===== src/rtl/rxd_pkg.sv =====
package rxd_pkg;

    // ring and frame constants
    localparam int unsigned RING_BYTES_DEF = 65536;
    localparam int unsigned HDR_BYTES      = 4;
    localparam logic [15:0] LEN_MIN        = 16'd18;
    localparam logic [15:0] LEN_MAX        = 16'd1518;
    localparam logic [15:0] REL_BACK       = 16'h0010;
    localparam logic [15:0] REL_MASK       = 16'hFFFC;
    localparam logic [10:0] COPY_LIMIT_RST = 11'd1514;

    // result kinds
    typedef enum logic [1:0] {
        KIND_PAYLOAD   = 2'd0,
        KIND_DONE      = 2'd1,
        KIND_LEN_ERR   = 2'd2,
        KIND_NOT_READY = 2'd3
    } t_kind;

    // one result item
    typedef struct packed {
        t_kind       kind;
        logic [7:0]  data;
        logic        last;
        logic [10:0] copied_len;
        logic [15:0] rx_status;
        logic [15:0] release_pointer;
    } t_result;

    // handshake between the input register and the parser
    typedef struct packed {
        logic       valid;
        logic [7:0] ring_byte;
    } t_byte_slot;

endpackage


===== src/rtl/rxd_in_if.sv =====
interface rxd_in_if;
    logic       valid;
    logic       ready;
    logic [7:0] ring_byte;

    modport source (output valid, output ring_byte, input ready);
    modport sink   (input valid, input ring_byte, output ready);
endinterface


===== src/rtl/rxd_out_if.sv =====
interface rxd_out_if;
    logic                valid;
    logic                ready;
    rxd_pkg::t_kind      kind;
    logic [7:0]          data;
    logic                last;
    logic [10:0]         copied_len;
    logic [15:0]         rx_status;
    logic [15:0]         release_pointer;

    modport source (output valid, output kind, output data, output last,
                    output copied_len, output rx_status, output release_pointer,
                    input ready);
    modport sink   (input valid, input kind, input data, input last,
                    input copied_len, input rx_status, input release_pointer,
                    output ready);
endinterface


===== src/rtl/rx_ring_frame_deframer.sv =====
// Receive ring deframer. Ring bytes arrive one per transfer on i_in, in ring
// order; each frame is a 4-byte little-endian header (status, length), the
// payload, a 4-byte crc and padding to a dword boundary. Payload bytes are
// forwarded up to copy_limit, the last one marked, and the final byte of the
// frame yields a frame done result with the copied count and the release
// pointer ((read offset - 0x10) & 0xFFFC, offset modulo RING_BYTES). A header
// with status bit 0 clear gives a not ready result and must be presented
// again; a length outside 18..1518 gives a length error and skips the header.
// One byte can be taken every clock cycle with no gaps. Each byte passes an
// input register and a result register, with the parser state update between
// the two registers; its result moves into the result register as the byte
// leaves the input register. A result held by a stalled receiver stops new
// bytes only when the next byte also has a result. copy_limit (reset 1514) is
// written through i_cfg_valid/o_cfg_ready and is sampled at each good header.
module rx_ring_frame_deframer #(
    parameter int unsigned RING_BYTES = rxd_pkg::RING_BYTES_DEF
) (
    input  logic        i_clk,
    input  logic        i_rst_n,
    rxd_in_if.sink      i_in,
    rxd_out_if.source   o_out,
    input  logic        i_cfg_valid,
    output logic        o_cfg_ready,
    input  logic [10:0] i_cfg_copy_limit
);

    rxd_pkg::t_byte_slot w_slot;
    rxd_pkg::t_result    w_result;
    logic                w_has_result;
    logic                w_out_free;
    logic                w_step;

    // a byte moves on when its result, if any, has a place to go
    assign w_step      = w_slot.valid && (!w_has_result || w_out_free);
    assign o_cfg_ready = 1'b1;

    rxd_in_reg u_in_reg (
        .i_clk   (i_clk),
        .i_rst_n (i_rst_n),
        .i_in    (i_in),
        .i_pop   (w_step),
        .o_slot  (w_slot)
    );

    rxd_parse #(
        .RING_BYTES (RING_BYTES)
    ) u_parse (
        .i_clk            (i_clk),
        .i_rst_n          (i_rst_n),
        .i_cfg_we         (i_cfg_valid),
        .i_cfg_copy_limit (i_cfg_copy_limit),
        .i_slot           (w_slot),
        .i_step           (w_step),
        .o_has_result     (w_has_result),
        .o_result         (w_result)
    );

    rxd_out_reg u_out_reg (
        .i_clk    (i_clk),
        .i_rst_n  (i_rst_n),
        .i_load   (w_step && w_has_result),
        .i_result (w_result),
        .o_free   (w_out_free),
        .o_out    (o_out)
    );

endmodule


===== src/rtl/rxd_in_reg.sv =====
module rxd_in_reg (
    input  logic                i_clk,
    input  logic                i_rst_n,
    rxd_in_if.sink              i_in,
    input  logic                i_pop,
    output rxd_pkg::t_byte_slot o_slot
);

    logic       r_valid;
    logic [7:0] r_byte;
    logic       w_take;

    // room when empty or when the held byte moves on this cycle
    assign i_in.ready = !r_valid || i_pop;
    assign w_take     = i_in.valid && i_in.ready;

    always_ff @(posedge i_clk) begin
        if (!i_rst_n) begin
            r_valid <= 1'b0;
        end else if (w_take) begin
            r_valid <= 1'b1;
        end else if (i_pop) begin
            r_valid <= 1'b0;
        end
    end

    // byte register, no reset needed
    always_ff @(posedge i_clk) begin
        if (w_take) begin
            r_byte <= i_in.ring_byte;
        end
    end

    assign o_slot.valid     = r_valid;
    assign o_slot.ring_byte = r_byte;

endmodule


===== src/rtl/rxd_parse.sv =====
module rxd_parse #(
    parameter int unsigned RING_BYTES = rxd_pkg::RING_BYTES_DEF
) (
    input  logic                i_clk,
    input  logic                i_rst_n,
    input  logic                i_cfg_we,
    input  logic [10:0]         i_cfg_copy_limit,
    input  rxd_pkg::t_byte_slot i_slot,
    input  logic                i_step,
    output logic                o_has_result,
    output rxd_pkg::t_result    o_result
);

    localparam int unsigned OFF_W = $clog2(RING_BYTES);
    localparam logic [OFF_W:0] RING_SZ = (OFF_W+1)'(RING_BYTES);

    typedef enum logic {
        PH_HEADER,
        PH_BODY
    } t_phase;

    t_phase             r_phase,      n_phase;
    logic [1:0]         r_hidx,       n_hidx;
    logic [15:0]        r_status,     n_status;
    logic [7:0]         r_len_lo,     n_len_lo;
    logic [10:0]        r_frame_len,  n_frame_len;
    logic [10:0]        r_body_cnt,   n_body_cnt;
    logic [10:0]        r_copy_hold,  n_copy_hold;
    logic [OFF_W-1:0]   r_offset,     n_offset;
    logic [10:0]        r_copy_limit;

    logic [7:0]         w_byte;
    logic [15:0]        w_raw;
    logic [10:0]        w_pay;
    logic [10:0]        w_adv;
    logic [10:0]        w_total;
    logic [10:0]        w_cnt_inc;
    logic [10:0]        w_step_len;
    logic [OFF_W:0]     w_sum;
    logic [OFF_W-1:0]   w_off_next;
    logic [15:0]        w_release;

    assign w_byte    = i_slot.ring_byte;
    assign w_raw     = {w_byte, r_len_lo};
    assign w_pay     = w_raw[10:0] - 11'(rxd_pkg::HDR_BYTES);
    assign w_adv     = (r_frame_len + 11'd7) & ~11'd3;
    assign w_total   = w_adv - 11'(rxd_pkg::HDR_BYTES);
    assign w_cnt_inc = r_body_cnt + 11'd1;

    // one shared offset adder: header skip on a length error, frame span at the end
    assign w_step_len = (r_phase == PH_HEADER) ? 11'(rxd_pkg::HDR_BYTES) : w_adv;
    assign w_sum      = {1'b0, r_offset} + (OFF_W+1)'(w_step_len);
    assign w_off_next = (w_sum >= RING_SZ) ? OFF_W'(w_sum - RING_SZ) : w_sum[OFF_W-1:0];
    assign w_release  = (16'(w_off_next) - rxd_pkg::REL_BACK) & rxd_pkg::REL_MASK;

    // next state and result for the byte held at the input register
    always_comb begin
        n_phase      = r_phase;
        n_hidx       = r_hidx;
        n_status     = r_status;
        n_len_lo     = r_len_lo;
        n_frame_len  = r_frame_len;
        n_body_cnt   = r_body_cnt;
        n_copy_hold  = r_copy_hold;
        n_offset     = r_offset;
        o_has_result = 1'b0;
        o_result                 = '0;
        o_result.kind            = rxd_pkg::KIND_PAYLOAD;
        o_result.rx_status       = r_status;

        unique case (r_phase)
            PH_HEADER: begin
                unique case (r_hidx)
                    2'd0: begin
                        n_status = {8'h00, w_byte};
                        n_hidx   = 2'd1;
                    end
                    2'd1: begin
                        n_status = {w_byte, r_status[7:0]};
                        n_hidx   = 2'd2;
                    end
                    2'd2: begin
                        n_len_lo = w_byte;
                        n_hidx   = 2'd3;
                    end
                    default: begin
                        n_hidx = 2'd0;
                        if (!r_status[0]) begin
                            // source re-presents the header, offset kept
                            o_has_result  = 1'b1;
                            o_result.kind = rxd_pkg::KIND_NOT_READY;
                        end else if (w_raw < rxd_pkg::LEN_MIN || w_raw > rxd_pkg::LEN_MAX) begin
                            // skip the header only
                            n_offset                 = w_off_next;
                            o_has_result             = 1'b1;
                            o_result.kind            = rxd_pkg::KIND_LEN_ERR;
                            o_result.release_pointer = w_release;
                        end else begin
                            n_frame_len = w_raw[10:0];
                            n_copy_hold = (w_pay < r_copy_limit) ? w_pay : r_copy_limit;
                            n_body_cnt  = 11'd0;
                            n_phase     = PH_BODY;
                        end
                    end
                endcase
            end
            PH_BODY: begin
                n_body_cnt = w_cnt_inc;
                if (r_body_cnt < r_copy_hold) begin
                    o_has_result  = 1'b1;
                    o_result.kind = rxd_pkg::KIND_PAYLOAD;
                    o_result.data = w_byte;
                    o_result.last = (w_cnt_inc == r_copy_hold);
                end else if (w_cnt_inc >= w_total) begin
                    // final byte of crc and padding
                    n_offset                 = w_off_next;
                    n_phase                  = PH_HEADER;
                    n_hidx                   = 2'd0;
                    o_has_result             = 1'b1;
                    o_result.kind            = rxd_pkg::KIND_DONE;
                    o_result.copied_len      = r_copy_hold;
                    o_result.release_pointer = w_release;
                end
            end
            default: begin
                n_phase = PH_HEADER;
            end
        endcase

        if (!i_slot.valid) begin
            o_has_result = 1'b0;
        end
    end

    // control state and copy limit register
    always_ff @(posedge i_clk) begin
        if (!i_rst_n) begin
            r_phase      <= PH_HEADER;
            r_hidx       <= 2'd0;
            r_offset     <= '0;
            r_copy_limit <= rxd_pkg::COPY_LIMIT_RST;
        end else begin
            if (i_step) begin
                r_phase  <= n_phase;
                r_hidx   <= n_hidx;
                r_offset <= n_offset;
            end
            if (i_cfg_we) begin
                r_copy_limit <= i_cfg_copy_limit;
            end
        end
    end

    // frame fields, always written before they are read
    always_ff @(posedge i_clk) begin
        if (i_step) begin
            r_status    <= n_status;
            r_len_lo    <= n_len_lo;
            r_frame_len <= n_frame_len;
            r_body_cnt  <= n_body_cnt;
            r_copy_hold <= n_copy_hold;
        end
    end

endmodule


===== src/rtl/rxd_out_reg.sv =====
module rxd_out_reg (
    input  logic             i_clk,
    input  logic             i_rst_n,
    input  logic             i_load,
    input  rxd_pkg::t_result i_result,
    output logic             o_free,
    rxd_out_if.source        o_out
);

    logic             r_valid;
    rxd_pkg::t_result r_result;

    assign o_free = !r_valid || o_out.ready;

    always_ff @(posedge i_clk) begin
        if (!i_rst_n) begin
            r_valid <= 1'b0;
        end else if (i_load) begin
            r_valid <= 1'b1;
        end else if (o_out.ready) begin
            r_valid <= 1'b0;
        end
    end

    // result register, no reset needed
    always_ff @(posedge i_clk) begin
        if (i_load) begin
            r_result <= i_result;
        end
    end

    assign o_out.valid           = r_valid;
    assign o_out.kind            = r_result.kind;
    assign o_out.data            = r_result.data;
    assign o_out.last            = r_result.last;
    assign o_out.copied_len      = r_result.copied_len;
    assign o_out.rx_status       = r_result.rx_status;
    assign o_out.release_pointer = r_result.release_pointer;

endmodule


===== src/flat_wrapper.sv =====
// flat-port wrapper written by rule: the top's interface ports become plain ports
module rx_ring_frame_deframer_flat 
#(
    parameter int unsigned RING_BYTES = rxd_pkg::RING_BYTES_DEF
)
  (i_clk, i_rst_n, i_cfg_valid, o_cfg_ready, i_cfg_copy_limit, i_in_valid, i_in_ring_byte, i_in_ready, o_out_valid, o_out_kind, o_out_data, o_out_last, o_out_copied_len, o_out_rx_status, o_out_release_pointer, o_out_ready);
  rxd_in_if i_in_i ();
  rxd_out_if o_out_i ();
  input  logic i_clk;
  input  logic i_rst_n;
  input  logic i_cfg_valid;
  output logic o_cfg_ready;
  input  logic [10:0] i_cfg_copy_limit;
  input wire logic [$bits(i_in_i.valid)-1:0] i_in_valid;
  input wire logic [$bits(i_in_i.ring_byte)-1:0] i_in_ring_byte;
  output wire logic [$bits(i_in_i.ready)-1:0] i_in_ready;
  output wire logic [$bits(o_out_i.valid)-1:0] o_out_valid;
  output wire logic [$bits(o_out_i.kind)-1:0] o_out_kind;
  output wire logic [$bits(o_out_i.data)-1:0] o_out_data;
  output wire logic [$bits(o_out_i.last)-1:0] o_out_last;
  output wire logic [$bits(o_out_i.copied_len)-1:0] o_out_copied_len;
  output wire logic [$bits(o_out_i.rx_status)-1:0] o_out_rx_status;
  output wire logic [$bits(o_out_i.release_pointer)-1:0] o_out_release_pointer;
  input wire logic [$bits(o_out_i.ready)-1:0] o_out_ready;
  assign i_in_i.valid = i_in_valid;
  assign i_in_i.ring_byte = i_in_ring_byte;
  assign i_in_ready = i_in_i.ready;
  assign o_out_valid = o_out_i.valid;
  assign o_out_kind = o_out_i.kind;
  assign o_out_data = o_out_i.data;
  assign o_out_last = o_out_i.last;
  assign o_out_copied_len = o_out_i.copied_len;
  assign o_out_rx_status = o_out_i.rx_status;
  assign o_out_release_pointer = o_out_i.release_pointer;
  assign o_out_i.ready = o_out_ready;
  rx_ring_frame_deframer #(.RING_BYTES(RING_BYTES)) u_core (.i_clk(i_clk), .i_rst_n(i_rst_n), .i_in(i_in_i), .o_out(o_out_i), .i_cfg_valid(i_cfg_valid), .o_cfg_ready(o_cfg_ready), .i_cfg_copy_limit(i_cfg_copy_limit));
endmodule

===== config.mk =====
export PLATFORM = sky130hd
export DESIGN_NAME = rx_ring_frame_deframer_flat
export DESIGN_NICKNAME = d
export VERILOG_FILES = /design/src/rtl/rxd_pkg.sv /design/src/rtl/rxd_in_if.sv /design/src/rtl/rxd_out_if.sv /design/src/rtl/rx_ring_frame_deframer.sv /design/src/rtl/rxd_in_reg.sv /design/src/rtl/rxd_parse.sv /design/src/rtl/rxd_out_reg.sv /design/src/flat_wrapper.sv
export SDC_FILE = /design/constraint.sdc
export NUM_CORES = 1
export LEC_CHECK = 0
export ABC_AREA = 1
export BUFFER_PORTS_ARGS = -buffer_cell sky130_fd_sc_hd__buf_4
export CORE_MARGIN = 2
export CORE_UTILIZATION = 60
export CTS_CLUSTER_SIZE = 14
export DETAILED_ROUTE_END_ITERATION = 7
export PLACE_DENSITY = 0.87
export SLEW_MARGIN = 25
export SYNTH_ARGS = -nofsm -noshare
export SYNTH_HDL_FRONTEND = slang
export SYNTH_SLANG_ARGS = --single-unit

===== constraint.sdc =====
create_clock -name i_clk -period 5.11 [get_ports i_clk]
set_clock_uncertainty 0.1 [all_clocks]
set_input_delay 0.2555 -clock i_clk [delete_from_list [all_inputs] [get_ports i_clk]]
set_output_delay 0.2555 -clock i_clk [all_outputs]
set_load 0.01 [all_outputs]

Yosys cells after proc, flatten, opt, wreduce, memory -nomap -nowiden
Index checks and enable logic that the tools add are counted.

Register bits: 151. Latch bits: 0. Bits in writable memories: 0. Memory bits (read-only): 0. Bits of input ports: 24. Output and inout port bits: 57. Memories: 0.

$add $sub $neg: 7. $mul: 0. Divide/modulo/power cells: 0. $lt $le $gt $ge: 6. Equality and inequality tests: 9. Shifts and indexed selects: 0. Mux-type cells: 47. Bitwise gates (word level): 5. Reduce and logical (&&, ||, !) cells: 24.

Operator list (count): 2-to-1 mux 16 bit (11); case mux 16 bit (2 select lines) (3); 2-to-1 mux 11 bit (5); less-than comparator 11 bit (2); case mux 11 bit (2 select lines) (1); subtractor 11 x 3 -> 11 bit (second input constant) (2); adder 16 x 11 -> 17 bit (1); >= comparator 17 bit (second input constant) (1); 2-to-1 mux 1 bit (17); greater-than comparator 16 x 11 -> 1 bit (second input constant) (1); less-than comparator 16 x 5 -> 1 bit (second input constant) (1); subtractor 16 x 1 -> 16 bit (second input constant) (1); subtractor 16 x 5 -> 16 bit (second input constant) (1); adder 11 x 1 -> 11 bit (second input constant) (1); adder 11 x 3 -> 11 bit (second input constant) (1); == test 11 bit (1); >= comparator 11 bit (1); 2-to-1 mux 2 bit (5); AND reduction 3 bit (3); != test 2 bit (second input constant) (4); case mux 2 bit (2 select lines) (2); AND reduction 4 bit (2); case mux 2 bit (3 select lines) (1); AND reduction 6 bit (1); 13 further kinds (29).

Logic depth before layout (Yosys ltp)
Gate-level depths: netlist of the first run.

Word-level depth: 13. Depth in mapped cells: 27.

Modules after synthesis
Synthesis of the first run repeated with hierarchy kept, for this count alone.

Cells, all modules: 896. Area, all modules: 8166.6 um2.

By module, submodules not included: rxd_parse (instances 1, cells an instance 813, area each 6163.4 um2); rxd_out_reg (instances 1, cells an instance 60, area each 1667.8 um2); rxd_in_reg (instances 1, cells an instance 16, area each 299.0 um2); rx_ring_frame_deframer (instances 1, cells an instance 7, area each 36.3 um2).

Worst setup path after synthesis of the first run
No wires, ideal clock.

Kind: flip-flop to flip-flop. Start: register u_core.u_parse.r_body_cnt[1]. End: register u_core.u_out_reg.r_result, in the netlist u_core.u_out_reg.o_out.copied_len[0] (enable). Arrival time: 3935 ps. Slack: 669 ps. Cell stages (with the launch flop): 19. Buffers on the path: 1. Clock period less this slack: 4441 ps. Cell sequence: edfxtp_1 > ha_1 > nand4_1 > or2_1 > or2_4 > nor2_4 > xor2_2 > inv_1 > ha_1 > a21o_1 > nor2_1 > nand2_1 > nor2_1 > nand3_1 > nand4_2 > buf_6 > nand2_2 > or2_1 > inv_1.

Word-level cells in the longest chain between the ends: 10. Elaborated cells on any way between the ends: 11. Those cells by class: add/sub: 1; order compare: 2; mux: 4; reduce/logical: 4.

RTL lines: from (decl) (line rxd_parse.sv:27) `logic [10:0] r_body_cnt, n_body_cnt;`; from (signal assigned) (line rxd_parse.sv:160) `r_body_cnt <= n_body_cnt;`; adder 11 x 1 -> 11 bit (*) (line rxd_parse.sv:48) `assign w_cnt_inc = r_body_cnt + 11'd1;`; via u_core.u_parse.w_cnt_inc[10] (line rxd_parse.sv:37) `logic [10:0] w_cnt_inc;`; >= comparator 11 bit (*) (line rxd_parse.sv:114) `end else if (w_cnt_inc >= w_total) begin`; 2-to-1 mux 1 bit (*) (line rxd_parse.sv:114); 2-to-1 mux 1 bit (*) (line rxd_parse.sv:109) `if (r_body_cnt < r_copy_hold) begin`; case mux 1 bit (2 select lines) (*) (line rxd_parse.sv:71) `unique case (r_phase)`; 2-to-1 mux 1 bit (*) (line rxd_parse.sv:130) `if (!i_slot.valid) begin`; logical NOT 1 bit (line rx_ring_frame_deframer.sv:34) `assign w_step = w_slot.valid && (!w_has_result || w_out_free);`; logical OR 1 bit (line rx_ring_frame_deframer.sv:34); logical AND 1 bit (line rx_ring_frame_deframer.sv:34); logical AND 1 bit (*) (line rx_ring_frame_deframer.sv:61) `.i_load (w_step && w_has_result),`; via u_core.u_out_reg.i_load (line rxd_out_reg.sv:4) `input logic i_load,`; to (signal assigned) (line rxd_out_reg.sv:28) `r_result <= i_result;`; to (decl) (line rxd_out_reg.sv:11) `rxd_pkg::t_result r_result;`.

Mark *: on every way through the listed nets, which the timed path passes. The rest lies on a longest branch. A chain may end at the register's enable or synchronous reset.

Worst setup path after layout of the first run
Start: register u_core.u_parse.r_body_cnt[1]. End: register u_core.u_parse.r_status[6] (enable).

Word-level cells in the longest chain between the ends: 10. Elaborated cells on any way between the ends: 11. Those cells by class: add/sub: 1; order compare: 2; mux: 4; reduce/logical: 4.

RTL lines: adder 11 x 1 -> 11 bit (line rxd_parse.sv:48); via u_core.u_parse.w_cnt_inc[10] (line rxd_parse.sv:37); >= comparator 11 bit (line rxd_parse.sv:114); 2-to-1 mux 1 bit (line rxd_parse.sv:114); 2-to-1 mux 1 bit (line rxd_parse.sv:109); case mux 1 bit (2 select lines) (line rxd_parse.sv:71); 2-to-1 mux 1 bit (line rxd_parse.sv:130); logical NOT 1 bit (line rx_ring_frame_deframer.sv:34); logical OR 1 bit (line rx_ring_frame_deframer.sv:34); logical AND 1 bit (line rx_ring_frame_deframer.sv:34); AND reduction 4 bit (no line); to (signal assigned) (line rxd_parse.sv:157) `r_status <= n_status;`; to (decl) (line rxd_parse.sv:24) `logic [15:0] r_status, n_status;`.

The timed path passes the listed nets, and every way through them passes these cells.

==> metrics.txt, run 1 <==
outcome=complete, no violations; Iter 0 DRT Violations=518; drt drc=0; area leader, netlist=edfxtp_1; CP most frequent cell=nor2_1; Die Ht=119 um; period utilisation layout=0.8657; top-count cell post-synth=nand2_1; Avg Cell Area, Syn=8.797 um2; worst hold path class=input port to flop; Mapped Cells=902; Net Sw Frac=0.2297; Worst Hold Endpoint=u_core.u_parse.r_copy_limit[3]$_SDFFE_PN1P_; Critical Path RT=roughly 5100 ps; post-synthesis register bit count=147; min Tclk post-route=4424 ps; Area after DPL=a little under 9000 um2; CTS H-tree lvls=4; largest net degree at the start of global routing=45; die width=119 um; Via Count=~6,200; I/O pins=81; routed wl met3=1068 um; P&R area growth vs syn=18.12%; min-delay src=i_cfg_valid; die area=14,160 um2; Slew @ Worst Pin=772.4 ps; Comb power frac=0.046; leakage=around 4.6 nW; num rows=42; Synth warnings=0; clock sink count=147; post-route cell area=around 9400 um2; reg2reg end=u_core.u_parse.r_status[6]$_DFFE_PP_; Seq/Total Area, Yosys=0.5184; Core Util, Final=0.7163; CP Cell Sequence=ha_1 > nand4_1 > or2_1 > or2_4 > nor2_4 > xor2_2 > inv_1 > ha_1 > nand2_1 > nor2_1 > a21boi_1 > nor2_1 > nand3_1 > nand4_2 > nand2_2 > inv_1 > nand2_1 > nor2_1; global route overflow=0; Tot GR Track Use=0.2544; Final Instance Count excl. Fillers=~1,200; post-synthesis cell area=7935 um2; Rel. slew slack=0.4845; DRT antenna net count=0; Reg2Reg Setup Slack=690 ps; vias per cell=5.204; Final HPWL DP=between 10,000 and 15,000 um; f_max=226.1 MHz; EDFF count, synth=117; DP Cell Count=between 1,000 and 1,500; port bufs=slightly below 80; Setup CP Type=flop to flop; Reg clk slew, reported paths=60 ps; Final Max Tran Viols=0; number of iterations in the first detailed-routing pass=5; slowest stage cell on the critical path=nor2_1; number of setup buffers added after CTS=0; share of layout cells above drive strength 1=0.1371; internal power=just under 2 mW; count of final setup violators=0; Psw=589.7 uW; asr flop ratio synth=0; max cap viols=0; setup TNS=0 ps; core area=13,090 um2; Worst Setup End Kind=flop; Critical Path Start=u_core.u_parse.r_body_cnt[1]$_SDFFCE_PN0P_; FF-to-FF path depth=18; Arr. time, crit path=4380 ps; met2 routed WL=8571 um; PD cells=273.9 nW/um2; Post-Route M1 WL=approximately 7000 um; routed length per placed instance=14.35 um; clock latency on the worst-skew pair=430 ps; RSZ-0062 raised after global routing=false; IR drop worst, VDD=0.3650 mV; hold depth=2; post-synth cell types=44; Critical R2R Launch=u_core.u_parse.r_body_cnt[1]$_SDFFCE_PN0P_; Synth Flop Type=edfxtp_1; Flop pwr share=0.517; final-report hold violation count=0; CTS root buffer=clkbuf_16; vias in the first global route=6,025; initial antenna violation count=0; Post-synth top cells=195 x nand2_1, 143 x inv_1, 139 x nor2_1; Num CTS Buffers=17; Initial Util=0.6064; Clk pwr share=0.437; CTS tree=done; Worst Path Buf+Inv=2; slowest stage delay, CP=580 ps; drt total wl=roughly 17,000 um; cell family with the largest share of critical-path delay=simple AND/OR/NAND/NOR gates; gpl congestion=0.9242; fin nets=1,075; first-pass GRT wire length=between 20,000 and 30,000 um; Worst setup SP type=flop; Bufs on Longest Clock Path=2; antenna diode count=0; Yosys top cell area share=0.4428; worst-path fanout max=11; Max Used Layer=met4; largest cells by area after synthesis=edfxtp_1 44%, nand2_1 9.2%, ha_1 7.7%
area by class of cell:
| type | count | area [um2] |
|---|---|---|
| repair buffers | 97 | 783.3 |
| inverters | 148 | 555.5 |
| well taps | 176 | 220.2 |
| multi-input cells | 590 | 3167 |
| flip-flops and latches | 147 | 4114 |
| clock inverters | 15 | 107.6 |
| fillers | 901 | 3712 |
| clock buffers | 17 | 425.4 |
power groups by stage:
stage / combinational (mW) / clock, mW / sequential (mW)
after CTS: 0.118 / 1.13 / 1.33
after detailed placement: 0.106 / 0 / 1.35
after global routing: 0.135 / 1.18 / 1.33
after global placement: 0.101 / 0 / 1.35
final: 0.119 / 1.12 / 1.33
after floorplan: 0.0737 / 0 / 1.34
cell usage in the layout, fill, tap and decap left out, types with 2 or more instances in the layout:
cell	netlist	final
nor3_1	4	4
nand2_2	6	6
nand3_2	3	3
o21ai_0	34	34
o31ai_1	2	2
clkbuf_16	0	17
inv_1	143	142
ha_1	49	49
nor2_1	139	139
dfxtp_1	30	30
nand2_1	195	195
xnor2_1	3	3
o22ai_1	2	2
nand3b_1	3	3
xor2_1	22	22
nand3_1	38	38
dlygate4sd3_1	0	17
inv_6	0	3
or2_2	2	2
buf_4	4	79
edfxtp_1	117	117
clkinvlp_4	0	4
a21oi_1	43	43
inv_2	4	5
clkinv_2	0	3
or2_1	3	3
a21o_1	2	2
clkinv_1	1	3
o21bai_1	4	4
conb_1	2	3
nand4_1	13	13
clkinv_4	0	2
nor2_4	2	2
nor2_2	5	5
layer usage:
metal  GRT usage  up-vias
met1      0.3098     2808
li1            -     3104
met4      0.1176        0
met3     0.06274       40
met2      0.4271      241
met5           0        -
what timing repair did:
item                                   4_1_cts  5_1_grt
endpoints found under the hold margin       17        0
hold buffers                                17        0
resized for setup                            0        0
state kept, by name (all words and copies together), names as in the netlist, 2 cells and up:
signal / cells
u_core.u_parse.r_hidx: 2
u_core.u_out_reg.o_out.release_pointer: 14
u_core.u_parse.r_copy_hold: 11
u_core.u_out_reg.o_out.data: 8
u_core.u_out_reg.o_out.rx_status: 16
u_core.u_parse.r_copy_limit: 11
u_core.u_parse.r_len_lo: 8
u_core.u_parse.r_frame_len: 11
u_core.u_out_reg.o_out.kind: 2
u_core.u_in_reg.r_byte: 8
u_core.u_parse.r_offset: 14
u_core.u_parse.r_body_cnt: 11
u_core.u_parse.r_status: 16
u_core.u_out_reg.o_out.copied_len: 11
worst max-delay path by stage:
stage,to,slack (ps),depth (start not counted)
after floorplan,u_core.u_out_reg.o_out.copied_len[0]$_SDFFCE_PP0P_,670,18
after global placement,u_core.u_out_reg.o_out.copied_len[8]$_SDFFCE_PP0P_,1010,18
after detailed placement,u_core.u_parse.r_status[6]$_DFFE_PP_,780,18
after CTS,u_core.u_parse.r_status[6]$_DFFE_PP_,720,18
after global routing,u_core.u_parse.r_status[6]$_DFFE_PP_,340,19
final,u_core.u_parse.r_status[6]$_DFFE_PP_,690,18
per-stage QoR:
step | hold WS (ps) | total power, mW | setup WS (ps)
floorplan | 254.4 | 1.418 | 668.6
global placement | 301.2 | 1.451 | 1013
detailed placement | 304.5 | 1.458 | 781.8
CTS | 24.97 | 2.576 | 716.8
global route | 43.72 | 2.643 | 343.6
finish | 30.60 | 2.567 | 686.4
logic make-up after synthesis:
logic type / count (synthesis) / synth area share
and+or+nand+nor: 420 / 0.2272
buffers and inverters: 166 / 0.08294
DFF: 147 / 0.5184
AOI/OAI and AO/OA: 91 / 0.06102
adders and majority gates: 50 / 0.07979
xor gates and xnor gates: 26 / 0.02964
other: 2 / 0.0009464
Note: power is estimated with default switching activity, not from simulation.
==> run 2, diff against run 1 <==
--- a/config.mk
+++ b/config.mk
@@ -6,12 +6,13 @@
 export NUM_CORES = 1
 export LEC_CHECK = 0
 export ABC_AREA = 1
-export BUFFER_PORTS_ARGS = -buffer_cell sky130_fd_sc_hd__buf_4
+export CAP_MARGIN = 15
 export CORE_MARGIN = 2
 export CORE_UTILIZATION = 60
 export CTS_CLUSTER_SIZE = 14
 export DETAILED_ROUTE_END_ITERATION = 7
-export PLACE_DENSITY = 0.87
+export DONT_BUFFER_PORTS = 1
+export PLACE_DENSITY = 0.82
 export SLEW_MARGIN = 25
 export SYNTH_ARGS = -nofsm -noshare
 export SYNTH_HDL_FRONTEND = slang
==> run 2 against run 1 <==
Die area did not move. Final area fell by 5.0%. Total power rose by 3.9%. Clock-buffer cell count rose by 4. Flip-flop and latch count did not move. Wire length fell by 2.4%. Register-to-register slack improved by 50 ps. Global-route usage fell by 0.61 points. Worst hold slack improved by 82 ps. Critical endpoint is now u_core.u_out_reg.o_out.copied_len[6]$_SDFFCE_PP0P_. Largest cell class unchanged. Highest routed layer unchanged.
==> metrics.txt, run 2 (synthesis gave the netlist of run 1 again) <==
port bufs=0 (-100%); Critical Path Start=u_core.u_parse.r_body_cnt[1]$_SDFFCE_PN0P_; Num CTS Buffers=17 (unchanged); Iter 0 DRT Violations=434 (-16%); P&R area growth vs syn=12.19%; Worst setup SP type=flop; I/O pins=81 (unchanged); Final HPWL DP=11,840 um (-3.8%); vias per cell=5.245 (+0.78%); Worst Setup End Kind=flop; CTS root buffer=clkbuf_16; outcome=complete, no violations; die width=119 um (unchanged); min-delay src=i_rst_n; gpl congestion=0.9467 (+2.4%); core area=13,090 um2 (unchanged); Initial Util=0.6064 (unchanged); DRT antenna net count=0 (unchanged); slowest stage delay, CP=420 ps (-160 ps); slowest stage cell on the critical path=edfxtp_1; most common cell after layout, fill and taps aside=nand2_1; Arr. time, crit path=4380 ps (about the same); num rows=42 (unchanged); die area=14,160 um2 (unchanged); Reg clk slew, reported paths=60 ps (about the same); drt total wl=16,670 um (-2.4%); vias in the first global route=5,737 (-4.8%); routed length per placed instance=14.90 um (+3.8%); cts repair resizes=0 (unchanged); Final Max Tran Viols=0 (unchanged); number of iterations in the first detailed-routing pass=5 (unchanged); RSZ-0062 raised after global routing=false; f_max=228.6 MHz (+1.1%); Die Ht=119 um (unchanged); Worst Path Buf+Inv=3 (+1); initial antenna violation count=0 (unchanged); antenna diode count=0 (unchanged); IR drop worst, VDD=0.2824 mV (-23%); cell family with the largest share of critical-path delay=simple AND/OR/NAND/NOR gates; worst-path fanout max=41 (+30); Setup CP Type=flop to flop; final-report hold violation count=0 (unchanged); min Tclk post-route=4375 ps (-48.85 ps); leakage=4.252 nW (-7.3%); drt drc=0 (unchanged); max cap viols=0 (unchanged); worst hold path class=input port to flop; period utilisation layout=0.8561 (-0.009560); count of final setup violators=0 (unchanged); Bufs on Longest Clock Path=2 (unchanged); PD cells=299.5 nW/um2 (+9.3%); total power after layout=2.666 mW (+3.9%); share of layout cells above drive strength 1=0.06469 (-0.07239); Tot GR Track Use=0.2484 (-0.006085); CTS H-tree lvls=4 (unchanged); global route overflow=0 (unchanged); Critical R2R Launch=u_core.u_parse.r_body_cnt[1]$_SDFFCE_PN0P_; fillcell total=945 (+4.9%); first-pass GRT wire length=27,450 um (-2.2%); most frequent cells in the layout=195 x nand2_1, 142 x inv_1, 139 x nor2_1, 117 x edfxtp_1, 49 x ha_1; setup TNS=0 ps (unchanged); clock sink count=147 (unchanged); fin nets=1,004 (-6.6%); Critical Path RT=5120 ps (+50 ps); CTS tree=done; clock latency on the worst-skew pair=430 ps (about the same); Via Count=5,869 (-5.2%); largest net degree at the start of global routing=42 (-6.7%); Rel. slew slack=0.3777 (-0.1068); Slew @ Worst Pin=930.4 ps (+158.0 ps); CP Cell Sequence=ha_1 > nand4_1 > or2_1 > or2_4 > nor2_4 > xor2_2 > inv_1 > ha_1 > a21o_1 > nor2_1 > nand2_1 > nor2_1 > nand3_1 > nand4_2 > nand2_2 > or2_1 > inv_2 > buf_12
## run 2: path summary, 6_finish.rpt
check                                                       endpoint  slack, ps  depth (start not counted)
setup reg to reg  u_core.u_out_reg.o_out.copied_len[6]$_SDFFCE_PP0P_        740                         18
setup / recovery  u_core.u_out_reg.o_out.copied_len[6]$_SDFFCE_PP0P_        740                         18
hold / removal                 u_core.u_parse.r_hidx[0]$_SDFFE_PN0P_        110                          2
hold reg to reg        u_core.u_out_reg.o_out.rx_status[5]$_DFFE_PP_        320                          0
## run 2: stage by stage
step	cell area [um2]	hold slack, ps	std cells	worst slack (ps)	utilization
6_report	8902	112.5	1119	735.2	0.6803
3_5_place_dp	8092	254.4	1064	789.4	0.6184
2_1_floorplan	7939	254.4	903	668.6	-
4_1_cts	8902	104.0	1119	742.9	0.6803
3_3_place_gp	8092	254.4	1064	914.1	0.6184
5_1_grt	8902	129.2	1119	398.2	0.6803
## run 2: per-layer routing
layer / vias up / global-route usage / share of wire
met5: - / 0 / 0
met2: 216 / 0.4134 / 0.49
li1: 2971 / - / -
met3: 35 / 0.06466 / 0.060
met4: 0 / 0.1012 / 0.025
met1: 2647 / 0.3089 / 0.43
## run 2: layout make-up
type	count	area, um2	area share
timing repair buffer	26	265.3	0.02980
multi-input combinational	590	3167	0.3557
sequential	147	4114	0.4621
inverter	148	555.5	0.06240
clock inverter	11	130.1	0.01462
clock buffer	21	450.4	0.05060
tap	176	220.2	0.02474
## run 2: where the power goes
group	leakage (nW)	switching (mW)	internal [mW]
clock	0.282	0.494	0.735
combinational	2.56	0.0714	0.0385
sequential	1.41	0.0164	1.31
## run 2: timing repair
item	in CTS	in global routing
setup buffers	0	0
hold buffers	23	0
hold endpoints to repair	35	0
